--- config.mk ---
export PLATFORM = sky130hd
export DESIGN_NAME = call_capture_segmenter_core
export DESIGN_NICKNAME = d
export VERILOG_FILES = /design/src/rtl/ccs_pkg.sv /design/src/rtl/ccs_front.sv /design/src/rtl/ccs_queue.sv /design/src/rtl/ccs_back.sv /design/src/rtl/call_capture_segmenter_core.sv
export SDC_FILE = /design/constraint.sdc
export NUM_CORES = 2
export LEC_CHECK = 0
export BUFFER_PORTS_ARGS = -buffer_cell sky130_fd_sc_hd__buf_2
export CAP_MARGIN = 20
export CORE_MARGIN = 3
export CORE_UTILIZATION = 30
export CTS_CLUSTER_SIZE = 25
export DETAILED_ROUTE_END_ITERATION = 6
export GPL_TIMING_DRIVEN = 1
export PLACE_DENSITY = 0.52
export SETUP_SLACK_MARGIN = 0.2
export SLEW_MARGIN = 25
export SYNTH_ARGS = -nofsm -noshare
export SYNTH_HDL_FRONTEND = slang
export SYNTH_SLANG_ARGS = --single-unit
--- constraint.sdc ---
create_clock -name clk -period 6.9 [get_ports clk]
set_input_delay 1.035 -clock clk [delete_from_list [all_inputs] [get_ports clk]]
set_output_delay 1.035 -clock clk [all_outputs]
set_load 0.005 [all_outputs]
--- src/rtl/ccs_pkg.sv ---
// shared types, constants and helpers of the call capture segmenter
// no dependencies
package ccs_pkg;

	localparam int CALL_SLOTS   = 64;
	localparam int DESC_COUNT   = 16;
	localparam int PRE_SLOTS    = 4;
	localparam int START_MARGIN = 2;

	localparam int CALL_W     = $clog2(CALL_SLOTS);
	localparam int DESC_W     = $clog2(DESC_COUNT);
	localparam int PRE_W      = (PRE_SLOTS > 1) ? $clog2(PRE_SLOTS) : 1;
	localparam int PRE_FILL_W = $clog2(PRE_SLOTS + 1);
	localparam int USED_W     = $clog2(CALL_SLOTS + PRE_SLOTS + 1);
	localparam int LEN_W      = 9;
	localparam int STEP_W     = $clog2(PRE_SLOTS + 2);

	typedef enum logic [2:0] {
		ACT_STORE_PRE = 3'd0,
		ACT_COPY      = 3'd1,
		ACT_STORE     = 3'd2,
		ACT_CLOSED    = 3'd3,
		ACT_DROPPED   = 3'd4,
		ACT_RELEASED  = 3'd5,
		ACT_NONE      = 3'd6
	} act_t;

	typedef enum logic {
		CMD_FRAME   = 1'b0,
		CMD_RELEASE = 1'b1
	} cmd_t;

	typedef enum logic [1:0] {
		CFG_START_TH = 2'd0,
		CFG_STOP_TH  = 2'd1,
		CFG_AFTER    = 2'd2,
		CFG_MAX      = 2'd3
	} cfg_idx_t;

	typedef enum logic [2:0] {
		J_PRE,
		J_START,
		J_STORE,
		J_CLOSE,
		J_DROP,
		J_REL,
		J_NONE
	} job_kind_t;

	typedef struct packed {
		logic        command;
		logic [11:0] envelope;
		logic [31:0] time_ms;
	} in_item_t;

	typedef struct packed {
		act_t        action;
		logic [1:0]  src_slot;
		logic [5:0]  dst_slot;
		logic [15:0] sample_number;
		logic [3:0]  call_index;
		logic [8:0]  call_length;
		logic [31:0] start_time;
		logic        last;
	} out_item_t;

	typedef struct packed {
		logic [11:0] start_th;
		logic [11:0] stop_th;
		logic [7:0]  after;
		logic [7:0]  max_len;
	} cfg_t;

	// one classified command, expanded into results by the back end
	typedef struct packed {
		job_kind_t             kind;
		logic [PRE_FILL_W-1:0] n_copy;
		logic [PRE_W-1:0]      src_first;
		logic [CALL_W-1:0]     slot;
		logic [CALL_W-1:0]     start;
		logic [15:0]           sn;
		logic [DESC_W-1:0]     ci;
		logic [LEN_W-1:0]      len;
		logic [31:0]           tstamp;
		logic                  store_first;
	} job_t;

	typedef struct packed {
		logic valid;
		logic full;
	} q_stat_t;

	// wrap helpers: argument is known to stay below twice the ring size
	function automatic logic [CALL_W-1:0] wrap_call(input logic [CALL_W:0] v);
		logic [CALL_W:0] r;
		r = (v >= (CALL_W+1)'(CALL_SLOTS)) ? v - (CALL_W+1)'(CALL_SLOTS) : v;
		return r[CALL_W-1:0];
	endfunction

	function automatic logic [DESC_W-1:0] wrap_desc(input logic [DESC_W:0] v);
		logic [DESC_W:0] r;
		r = (v >= (DESC_W+1)'(DESC_COUNT)) ? v - (DESC_W+1)'(DESC_COUNT) : v;
		return r[DESC_W-1:0];
	endfunction

	function automatic logic [PRE_W-1:0] wrap_pre(input logic [PRE_FILL_W:0] v);
		logic [PRE_FILL_W:0] r;
		r = (v >= (PRE_FILL_W+1)'(PRE_SLOTS)) ? v - (PRE_FILL_W+1)'(PRE_SLOTS) : v;
		return r[PRE_W-1:0];
	endfunction

endpackage

--- src/rtl/ccs_front.sv ---
// front end: accepts commands, keeps ring and call state, classifies into jobs
// depends on ccs_pkg
module ccs_front (
	input  logic              clk,
	input  logic              arst_n,
	input  logic              in_valid,
	output logic              in_stall,
	input  ccs_pkg::in_item_t in_data,
	input  logic              cfg_valid,
	input  logic [1:0]        cfg_index,
	input  logic [11:0]       cfg_data,
	input  ccs_pkg::q_stat_t  q_stat,
	output logic              push,
	output ccs_pkg::job_t     push_job
);

	typedef enum logic {
		S_IDLE,
		S_REL
	} state_t;

	typedef struct packed {
		logic [ccs_pkg::CALL_W-1:0] start;
		logic [ccs_pkg::LEN_W-1:0]  len;
		logic [31:0]                tstamp;
	} desc_t;

	state_t state_q;
	logic   push_q;
	ccs_pkg::job_t job_q;
	ccs_pkg::cfg_t cfg_q;

	logic                           in_call_q;
	logic [7:0]                     hang_q;
	logic [ccs_pkg::PRE_W-1:0]      pre_wr_q;
	logic [ccs_pkg::PRE_FILL_W-1:0] pre_fill_q;
	logic [ccs_pkg::CALL_W-1:0]     cws_q;
	logic [ccs_pkg::USED_W-1:0]     used_q;
	logic [ccs_pkg::DESC_W-1:0]     head_q;
	logic [ccs_pkg::DESC_W-1:0]     tail_q;
	logic [15:0]                    frame_q;
	logic [ccs_pkg::CALL_W-1:0]     cur_start_q;
	logic [ccs_pkg::LEN_W-1:0]      cur_len_q;
	logic [31:0]                    cur_time_q;

	desc_t desc_mem [ccs_pkg::DESC_COUNT];
	desc_t rd_q;

	logic accept;

	// next-state values for an accepted command
	ccs_pkg::job_t                  job_n;
	ccs_pkg::job_t                  rel_job;
	logic                           push_n;
	logic                           in_call_n;
	logic [7:0]                     hang_n;
	logic [ccs_pkg::PRE_W-1:0]      pre_wr_n;
	logic [ccs_pkg::PRE_FILL_W-1:0] pre_fill_n;
	logic [ccs_pkg::CALL_W-1:0]     cws_n;
	logic [ccs_pkg::USED_W-1:0]     used_n;
	logic [ccs_pkg::DESC_W-1:0]     head_n;
	logic [ccs_pkg::DESC_W-1:0]     tail_n;
	logic [15:0]                    frame_n;
	logic [ccs_pkg::CALL_W-1:0]     cur_start_n;
	logic [ccs_pkg::LEN_W-1:0]      cur_len_n;
	logic [31:0]                    cur_time_n;
	logic                           to_rel;
	logic                           mem_we;
	logic                           mem_re;

	logic [15:0]                    fc_inc;
	logic [ccs_pkg::DESC_W-1:0]     head_inc;
	logic [ccs_pkg::DESC_W-1:0]     tail_inc;
	logic                           start_ok;
	logic                           cont_ok;
	logic [ccs_pkg::PRE_W-1:0]      first_src;
	logic                           room;
	logic [ccs_pkg::LEN_W-1:0]      used_ext;

	assign in_stall = (state_q != S_IDLE) || push_q || q_stat.full;
	assign accept   = in_valid && !in_stall;
	assign push     = push_q;
	assign push_job = job_q;

	assign fc_inc   = frame_q + 16'd1;
	assign head_inc = ccs_pkg::wrap_desc({1'b0, head_q} + (ccs_pkg::DESC_W+1)'(1));
	assign tail_inc = ccs_pkg::wrap_desc({1'b0, tail_q} + (ccs_pkg::DESC_W+1)'(1));
	assign start_ok = !in_call_q && (in_data.envelope > cfg_q.start_th) &&
		(used_q < ccs_pkg::USED_W'(ccs_pkg::CALL_SLOTS - ccs_pkg::START_MARGIN));
	assign room     = used_q < ccs_pkg::USED_W'(ccs_pkg::CALL_SLOTS);
	assign cont_ok  = ((in_data.envelope > cfg_q.stop_th) || (hang_q < cfg_q.after)) &&
		room && (cur_len_q < {1'b0, cfg_q.max_len});
	assign first_src = ccs_pkg::wrap_pre((ccs_pkg::PRE_FILL_W+1)'(pre_wr_q) +
		(ccs_pkg::PRE_FILL_W+1)'(ccs_pkg::PRE_SLOTS) - (ccs_pkg::PRE_FILL_W+1)'(pre_fill_q));
	assign used_ext = ccs_pkg::LEN_W'(used_q);

	always_comb begin
		job_n       = '0;
		push_n      = 1'b0;
		to_rel      = 1'b0;
		mem_we      = 1'b0;
		mem_re      = 1'b0;
		in_call_n   = in_call_q;
		hang_n      = hang_q;
		pre_wr_n    = pre_wr_q;
		pre_fill_n  = pre_fill_q;
		cws_n       = cws_q;
		used_n      = used_q;
		head_n      = head_q;
		tail_n      = tail_q;
		frame_n     = frame_q;
		cur_start_n = cur_start_q;
		cur_len_n   = cur_len_q;
		cur_time_n  = cur_time_q;
		if (in_data.command == ccs_pkg::CMD_RELEASE) begin
			if (head_q == tail_q) begin
				job_n.kind = ccs_pkg::J_NONE;
				push_n     = 1'b1;
			end else begin
				// descriptor read goes out now, the job is formed next cycle
				tail_n = tail_inc;
				mem_re = 1'b1;
				to_rel = 1'b1;
			end
		end else begin
			frame_n  = fc_inc;
			push_n   = 1'b1;
			job_n.sn = fc_inc;
			if (start_ok) begin
				job_n.ci = head_inc;
				if (head_inc == tail_q) begin
					job_n.kind = ccs_pkg::J_DROP;
				end else begin
					job_n.kind      = ccs_pkg::J_START;
					job_n.n_copy    = pre_fill_q;
					job_n.src_first = first_src;
					job_n.slot      = cws_q;
					in_call_n       = 1'b1;
					hang_n          = 8'd0;
					pre_fill_n      = '0;
					cur_start_n     = cws_q;
					cur_time_n      = in_data.time_ms;
					cur_len_n       = ccs_pkg::LEN_W'(pre_fill_q) + ccs_pkg::LEN_W'(1);
					cws_n           = ccs_pkg::wrap_call({1'b0, cws_q} +
						(ccs_pkg::CALL_W+1)'(pre_fill_q) + (ccs_pkg::CALL_W+1)'(1));
					used_n          = used_q + ccs_pkg::USED_W'(pre_fill_q) +
						ccs_pkg::USED_W'(1);
				end
			end else if (in_call_q) begin
				job_n.ci   = head_inc;
				job_n.slot = cws_q;
				if (cont_ok) begin
					job_n.kind = ccs_pkg::J_STORE;
					if (in_data.envelope <= cfg_q.stop_th) begin
						hang_n = hang_q + 8'd1;
					end else if (in_data.envelope > cfg_q.start_th) begin
						hang_n = 8'd0;
					end
					cws_n     = ccs_pkg::wrap_call({1'b0, cws_q} + (ccs_pkg::CALL_W+1)'(1));
					used_n    = used_q + ccs_pkg::USED_W'(1);
					cur_len_n = cur_len_q + ccs_pkg::LEN_W'(1);
				end else begin
					// closing: one last frame if the ring still has room
					job_n.kind        = ccs_pkg::J_CLOSE;
					job_n.store_first = room;
					job_n.start       = cur_start_q;
					job_n.tstamp      = cur_time_q;
					if (room) begin
						cws_n     = ccs_pkg::wrap_call({1'b0, cws_q} +
							(ccs_pkg::CALL_W+1)'(1));
						used_n    = used_q + ccs_pkg::USED_W'(1);
						cur_len_n = cur_len_q + ccs_pkg::LEN_W'(1);
					end
					job_n.len = cur_len_n;
					head_n    = head_inc;
					in_call_n = 1'b0;
					mem_we    = 1'b1;
				end
			end else begin
				job_n.kind = ccs_pkg::J_PRE;
				job_n.slot = ccs_pkg::CALL_W'(pre_wr_q);
				pre_wr_n   = ccs_pkg::wrap_pre((ccs_pkg::PRE_FILL_W+1)'(pre_wr_q) +
					(ccs_pkg::PRE_FILL_W+1)'(1));
				if (pre_fill_q < ccs_pkg::PRE_FILL_W'(ccs_pkg::PRE_SLOTS)) begin
					pre_fill_n = pre_fill_q + ccs_pkg::PRE_FILL_W'(1);
				end
			end
		end
	end

	// released descriptor as a job, from the registered read
	always_comb begin
		rel_job        = '0;
		rel_job.kind   = ccs_pkg::J_REL;
		rel_job.start  = rd_q.start;
		rel_job.ci     = tail_q;
		rel_job.len    = rd_q.len;
		rel_job.tstamp = rd_q.tstamp;
	end

	// descriptor ring
	always_ff @(posedge clk) begin
		if (accept && mem_we) begin
			desc_mem[head_inc] <= '{start: cur_start_q, len: cur_len_n, tstamp: cur_time_q};
		end
		if (accept && mem_re) begin
			rd_q <= desc_mem[tail_inc];
		end
	end

	always_ff @(posedge clk or negedge arst_n) begin
		if (!arst_n) begin
			cfg_q.start_th <= 12'd1000;
			cfg_q.stop_th  <= 12'd600;
			cfg_q.after    <= 8'd10;
			cfg_q.max_len  <= 8'd200;
		end else if (cfg_valid) begin
			case (cfg_index)
				ccs_pkg::CFG_START_TH: cfg_q.start_th <= cfg_data;
				ccs_pkg::CFG_STOP_TH:  cfg_q.stop_th  <= cfg_data;
				ccs_pkg::CFG_AFTER:    cfg_q.after    <= cfg_data[7:0];
				ccs_pkg::CFG_MAX:      cfg_q.max_len  <= cfg_data[7:0];
				default: ;
			endcase
		end
	end

	always_ff @(posedge clk or negedge arst_n) begin
		if (!arst_n) begin
			state_q     <= S_IDLE;
			push_q      <= 1'b0;
			job_q       <= '0;
			in_call_q   <= 1'b0;
			hang_q      <= '0;
			pre_wr_q    <= '0;
			pre_fill_q  <= '0;
			cws_q       <= '0;
			used_q      <= '0;
			head_q      <= '0;
			tail_q      <= '0;
			frame_q     <= '0;
			cur_start_q <= '0;
			cur_len_q   <= '0;
			cur_time_q  <= '0;
		end else begin
			case (state_q)
				S_IDLE: begin
					push_q <= accept && push_n;
					if (accept) begin
						job_q       <= job_n;
						in_call_q   <= in_call_n;
						hang_q      <= hang_n;
						pre_wr_q    <= pre_wr_n;
						pre_fill_q  <= pre_fill_n;
						cws_q       <= cws_n;
						used_q      <= used_n;
						head_q      <= head_n;
						tail_q      <= tail_n;
						frame_q     <= frame_n;
						cur_start_q <= cur_start_n;
						cur_len_q   <= cur_len_n;
						cur_time_q  <= cur_time_n;
						if (to_rel) begin
							state_q <= S_REL;
						end
					end
				end
				S_REL: begin
					job_q   <= rel_job;
					push_q  <= 1'b1;
					used_q  <= (used_ext > rd_q.len) ?
						ccs_pkg::USED_W'(used_ext - rd_q.len) : '0;
					state_q <= S_IDLE;
				end
				default: begin
					push_q  <= 1'b0;
					state_q <= S_IDLE;
				end
			endcase
		end
	end

endmodule

--- src/rtl/ccs_queue.sv ---
// two-entry job queue between front and back end
// depends on ccs_pkg
module ccs_queue (
	input  logic              clk,
	input  logic              arst_n,
	input  logic              push,
	input  ccs_pkg::job_t     push_job,
	input  logic              pop,
	output ccs_pkg::job_t     pop_job,
	output ccs_pkg::q_stat_t  q_stat
);

	ccs_pkg::job_t entry_q [2];
	logic       wr_q;
	logic       rd_q;
	logic [1:0] count_q;

	assign pop_job      = entry_q[rd_q];
	assign q_stat.valid = (count_q != 2'd0);
	assign q_stat.full  = (count_q == 2'd2);

	always_ff @(posedge clk) begin
		if (push) begin
			entry_q[wr_q] <= push_job;
		end
	end

	always_ff @(posedge clk or negedge arst_n) begin
		if (!arst_n) begin
			wr_q    <= 1'b0;
			rd_q    <= 1'b0;
			count_q <= 2'd0;
		end else begin
			if (push) begin
				wr_q <= !wr_q;
			end
			if (pop) begin
				rd_q <= !rd_q;
			end
			case ({push, pop})
				2'b10:   count_q <= count_q + 2'd1;
				2'b01:   count_q <= count_q - 2'd1;
				default: count_q <= count_q;
			endcase
		end
	end

endmodule

--- src/rtl/ccs_back.sv ---
// back end: expands one job into its result transactions, one per cycle while not stalled
// depends on ccs_pkg
module ccs_back (
	input  logic               clk,
	input  logic               arst_n,
	input  ccs_pkg::q_stat_t   q_stat,
	input  ccs_pkg::job_t      pop_job,
	output logic               pop,
	output logic               out_valid,
	input  logic               out_stall,
	output ccs_pkg::out_item_t out_data
);

	logic                       busy_q;
	ccs_pkg::job_t              job_q;
	logic [ccs_pkg::STEP_W-1:0] step_q;
	logic                       out_valid_q;
	ccs_pkg::out_item_t         out_q;

	ccs_pkg::out_item_t         res;
	logic                       adv;

	assign pop       = !busy_q && q_stat.valid;
	assign adv       = busy_q && (!out_valid_q || !out_stall);
	assign out_valid = out_valid_q;
	assign out_data  = out_q;

	always_comb begin
		res = '0;
		case (job_q.kind)
			ccs_pkg::J_PRE: begin
				res.action        = ccs_pkg::ACT_STORE_PRE;
				res.dst_slot      = 6'(job_q.slot);
				res.sample_number = job_q.sn;
				res.last          = 1'b1;
			end
			ccs_pkg::J_START: begin
				res.call_index = 4'(job_q.ci);
				if (step_q < ccs_pkg::STEP_W'(job_q.n_copy)) begin
					res.action   = ccs_pkg::ACT_COPY;
					res.src_slot = 2'(ccs_pkg::wrap_pre((ccs_pkg::PRE_FILL_W+1)'(job_q.src_first)
						+ (ccs_pkg::PRE_FILL_W+1)'(step_q)));
					res.dst_slot = 6'(ccs_pkg::wrap_call({1'b0, job_q.slot} +
						(ccs_pkg::CALL_W+1)'(step_q)));
				end else begin
					res.action        = ccs_pkg::ACT_STORE;
					res.dst_slot      = 6'(ccs_pkg::wrap_call({1'b0, job_q.slot} +
						(ccs_pkg::CALL_W+1)'(job_q.n_copy)));
					res.sample_number = job_q.sn;
					res.last          = 1'b1;
				end
			end
			ccs_pkg::J_STORE: begin
				res.action        = ccs_pkg::ACT_STORE;
				res.dst_slot      = 6'(job_q.slot);
				res.sample_number = job_q.sn;
				res.call_index    = 4'(job_q.ci);
				res.last          = 1'b1;
			end
			ccs_pkg::J_CLOSE: begin
				res.call_index = 4'(job_q.ci);
				if (job_q.store_first && (step_q == '0)) begin
					res.action        = ccs_pkg::ACT_STORE;
					res.dst_slot      = 6'(job_q.slot);
					res.sample_number = job_q.sn;
				end else begin
					res.action      = ccs_pkg::ACT_CLOSED;
					res.dst_slot    = 6'(job_q.start);
					res.call_length = job_q.len;
					res.start_time  = job_q.tstamp;
					res.last        = 1'b1;
				end
			end
			ccs_pkg::J_DROP: begin
				res.action     = ccs_pkg::ACT_DROPPED;
				res.call_index = 4'(job_q.ci);
				res.last       = 1'b1;
			end
			ccs_pkg::J_REL: begin
				res.action      = ccs_pkg::ACT_RELEASED;
				res.dst_slot    = 6'(job_q.start);
				res.call_index  = 4'(job_q.ci);
				res.call_length = job_q.len;
				res.start_time  = job_q.tstamp;
				res.last        = 1'b1;
			end
			ccs_pkg::J_NONE: begin
				res.action = ccs_pkg::ACT_NONE;
				res.last   = 1'b1;
			end
			default: res.last = 1'b1;
		endcase
	end

	always_ff @(posedge clk) begin
		if (pop) begin
			job_q <= pop_job;
		end
		if (adv) begin
			out_q <= res;
		end
	end

	always_ff @(posedge clk or negedge arst_n) begin
		if (!arst_n) begin
			busy_q      <= 1'b0;
			step_q      <= '0;
			out_valid_q <= 1'b0;
		end else begin
			if (pop) begin
				busy_q <= 1'b1;
				step_q <= '0;
			end else if (adv) begin
				if (res.last) begin
					busy_q <= 1'b0;
				end else begin
					step_q <= step_q + ccs_pkg::STEP_W'(1);
				end
			end
			if (adv) begin
				out_valid_q <= 1'b1;
			end else if (out_valid_q && !out_stall) begin
				out_valid_q <= 1'b0;
			end
		end
	end

endmodule

--- src/rtl/call_capture_segmenter_core.sv ---
// top level of the call capture segmenter: front end, job queue, back end
// depends on ccs_pkg, ccs_front, ccs_queue, ccs_back
//
// channel   direction  handshake            payload
// in        input      in_valid / in_stall  in_data   (command, envelope, time_ms)
// out       output     out_valid/out_stall  out_data  (action .. last)
// cfg       input      cfg_valid/cfg_ready  cfg_index, cfg_data
//
// input stalls while the job register holds a job and after a release until the
// descriptor read has become a job; the back end works on one job at a time and
// sends its results one per cycle while not stalled, pre_fill + 1 for a call start
// job path: job register, queue, back-end job register, output register
// reset clears all control state at once; descriptor storage is not cleared
// out_stall holds the output register; a full two-entry job queue raises in_stall
module call_capture_segmenter_core (
	input  logic               clk,
	input  logic               arst_n,
	// input transactions
	input  logic               in_valid,
	output logic               in_stall,
	input  ccs_pkg::in_item_t  in_data,
	// result transactions
	output logic               out_valid,
	input  logic               out_stall,
	output ccs_pkg::out_item_t out_data,
	// register writes
	input  logic               cfg_valid,
	output logic               cfg_ready,
	input  logic [1:0]         cfg_index,
	input  logic [11:0]        cfg_data
);

	// jobs handed from the front end into the queue
	logic             push;
	ccs_pkg::job_t    push_job;
	// jobs taken by the back end
	logic             pop;
	ccs_pkg::job_t    pop_job;
	ccs_pkg::q_stat_t q_stat;

	// register writes are always taken, they land in the front end
	assign cfg_ready = 1'b1;

	// classification and all ring bookkeeping
	ccs_front u_front (
		.clk      (clk),
		.arst_n   (arst_n),
		.in_valid (in_valid),
		.in_stall (in_stall),
		.in_data  (in_data),
		.cfg_valid(cfg_valid),
		.cfg_index(cfg_index),
		.cfg_data (cfg_data),
		.q_stat   (q_stat),
		.push     (push),
		.push_job (push_job)
	);

	// decoupling queue, lets a stalled output not block bookkeeping at once
	ccs_queue u_queue (
		.clk     (clk),
		.arst_n  (arst_n),
		.push    (push),
		.push_job(push_job),
		.pop     (pop),
		.pop_job (pop_job),
		.q_stat  (q_stat)
	);

	// result sequencer and output register
	ccs_back u_back (
		.clk      (clk),
		.arst_n   (arst_n),
		.q_stat   (q_stat),
		.pop_job  (pop_job),
		.pop      (pop),
		.out_valid(out_valid),
		.out_stall(out_stall),
		.out_data (out_data)
	);

endmodule

==> metrics.txt <==
outcome=complete, no violations; FP Rows=around 150; layout cells sized above 1=0.253; Layout area overhead=15.6%; sequential area share after synthesis=0.740; wire per inst=around 22 µm; post-route minimum period=about 4.1 ns; Setup Buffers After CTS=0; Via Count=26.4k; Slowest-stage cell, CP=and3_2; max_slew headroom=0.361; Syn Area/Cell=18.2 µm²; share of the synthesized area in the top cell type=0.631; I/O Buffers=around 140; H-tree depth=4; Initial Util=0.304; worst slew pin tran=approximately 0.96 ns; period utilization=0.590; Die Span Y=427 µm; CP arrival=~4.5 ns; hold_ws=around 0.28 ns; final WL=~120000 µm; static leakage=approximately 0.021 µW; Die X=around 430 µm; CP peak stage delay=between 0.6 and 0.7 ns; Num CTS Buffers=141; fraction of registers with async set/reset=0.171; largest net degree at the start of global routing=~100; GPL Wtd Cong=roughly 0.77; ranking of synthesized cells by area=edfxtp_1 63%, dfrtp_1 10%, mux4_2 9.9%, mux2_2 2.4%, ha_1 1.7%; Overflow after GRT=0; startpoint types=flop; Bufs on Longest Clock Path=3; Seq cells post-synth=~1.3k; Synth warnings=0; Setup Crit Path Kind=reg2reg; vias in the first global route=~27k; post-synth top area cell=edfxtp_1; FF-to-FF setup slack=around 2.8 ns; Max FO, Critical Path=28; fin nets=~3.3k; Syn Inst Count=between 2k and 3k; via-per-instance ratio=approximately 4.7; Core Util, Final=0.351; initial antenna violation count=10; clock latency on the worst-skew pair=0.77 ns; cts hold-fix bufs=0; Post-synth EDFFs=1118; Clock Pin Slew Worst Setup and Hold Paths=around 0.060 ns; router iterations before antenna repair=5; HP Class=in2async; CTS resizes=0; initial DRC count=approximately 2.2k; Mapped Nets=between 3k and 4k; max_cap viols=0; final-report hold violation count=0; crit path cell chain=inv_1 -> ha_1 -> nand4_1 -> or3_1 -> o41a_1 -> o21ai_1 -> and3_1 -> and3_2 -> buf_4; Antenna Nets Post-Route=0; core area=between 150000 and 200000 µm²; Synth cell types=a little over 80; peak supply drop=roughly 0.00043 V; clk_skew=between 0.03 and 0.04 ns; cell family with most CP delay=simple AND/OR/NAND/NOR gates; unrepaired setup endpoints after global routing=no; DRC=0; final slew viol count=0; GRT Total Usage=0.135; clk sinks=1349; Synth Cell Area=53200 µm²; final setup fails=0; clock root cell=clkbuf_16; first-pass GRT wire length=184000 µm; Setup crit end kind=flop; Bufs and invs on worst path=2; PwrDens=about 440 nW/µm²; TritonCTS clock tree=done; ys flop type=edfxtp_1; Final HPWL DP=74500 µm; num ports=140; max frequency=245 MHz; DIE AREA=between 150000 and 200000 µm²; Worst EP required=roughly 7.3 ns
cell usage in the layout (no fill, tap or decap), types with 12 or more instances in the layout:
cell type,n
nand2_1,233
clkbuf_1,30
clkbuf_8,13
buf_4,54
mux2_2,114
inv_1,115
buf_2,137
mux4_2,235
xnor2_1,42
nor2b_1,25
nor2_1,59
nand3_1,25
clkinv_2,22
o21ai_1,16
nor3_1,21
clkinv_1,24
clkbuf_16,143
a31oi_1,16
dfstp_2,15
o21ai_0,101
edfxtp_1,1118
and3_1,50
a21o_1,12
o221ai_1,49
a21oi_1,42
dfrtp_1,213
xor2_1,33
ha_1,72
cell usage after synthesis (all sizes together), types with 7 or more instances:
master and count:
and2 12, o211ai 8, mux2i 8, xnor2 43
nand2 234, o221ai 50, and3 54, nor2 67
mux2 114, nor3 22, dfrtp 216, or3 8
dfstp 15, edfxtp 1118, inv 115, a31oi 16
buf 49, ha 73, a21o 12, a21oi 42
nand3 25, o21ai 120, clkbuf 85, xor2 34
a22o 7, nor2b 25, nand4 11, mux4 235
power breakdown:
part	total, µW	switching, µW	internal [µW]
clock network	7480	3160	4310
logic	7070	3840	3230
registers	12500	1360	11200
per-layer routing:
layer  wire, µm  up-vias  part of all wire  track usage
met5          0        -                 0            0
met4       2910        0             0.024       0.0410
met3       6030      189             0.049       0.0251
met2      58300      637              0.48        0.216
met1      54900    13700              0.45        0.188
li1           -    11900                 -            -
cells by family (layout without fill, tap and decap cells):
group / after synthesis / after routing / share of synthesized area
mux: 357 / 357 / 0.125
simple gates: 492 / 492 / 0.0443
flops: 1349 / 1349 / 0.740
xor+xnor: 77 / 77 / 0.0127
other cells: 1 / 6 / 0.0000704
buf+inv: 249 / 570 / 0.0195
fa+ha+maj: 77 / 77 / 0.0187
compound gates: 315 / 315 / 0.0401
worst paths after layout:
check	cells after the start	from	end
min reg2reg	2	u_front.rd_q[5]$_DFFE_PP_	u_front.push_job[6]$_DFFE_PN0P_
min in group clk	2	u_front.rd_q[5]$_DFFE_PP_	u_front.push_job[6]$_DFFE_PN0P_
max	9	u_front.cfg_q[25]$_DFFE_PN1P_	u_front.desc_mem[3][12]$_DFFE_PP_
min	1	arst_n	u_front.push_job[61]$_DFFE_PN0P_
max reg2reg	9	u_front.cfg_q[25]$_DFFE_PN1P_	u_front.desc_mem[3][12]$_DFFE_PP_
max in group asynchronous	2	arst_n	u_queue.rd_q$_DFFE_PN0P_
registers in the layout, summed over array words and instances, names as in the netlist, 9 cells and up:
signal              flops
u_front.push_job       82
u_front.cur_len_q       9
u_queue.entry_q       164
u_front.cur_time_q     32
u_front.rd_q           47
u_front.frame_q        16
u_back.job_q           82
u_front.desc_mem      752
u_back.out_data        73
u_front.cfg_q          40
metrics by stage:
stage | setup TNS (ns) | std cells | power (µW) | area (µm²) | setup slack (ns)
final | 0 | 5568 | 27100 | 61500 | 2.83
after global routing | 0 | 5564 | 28600 | 61500 | 2.53
after CTS | 0 | 5563 | 27500 | 61500 | 2.72
after detailed placement | 0 | 5304 | 20000 | 57000 | 1.97
after global placement | 0 | 5304 | 19900 | 57000 | 2.05
after floorplan | -314.70 | 2917 | 17200 | 53200 | -1.10
area by class of cell:
class                      count  area (µm²)
multi-input combinational   1319       13100
antenna                        5        12.5
inverter                     115         432
clock inverter                73         698
timing repair buffer         196        1190
fill                       16500      114000
clock buffer                 186        3870
sequential                  1349       39400
tap                         2325        2910
No activity file was read; power rests on OpenSTA's default activity.
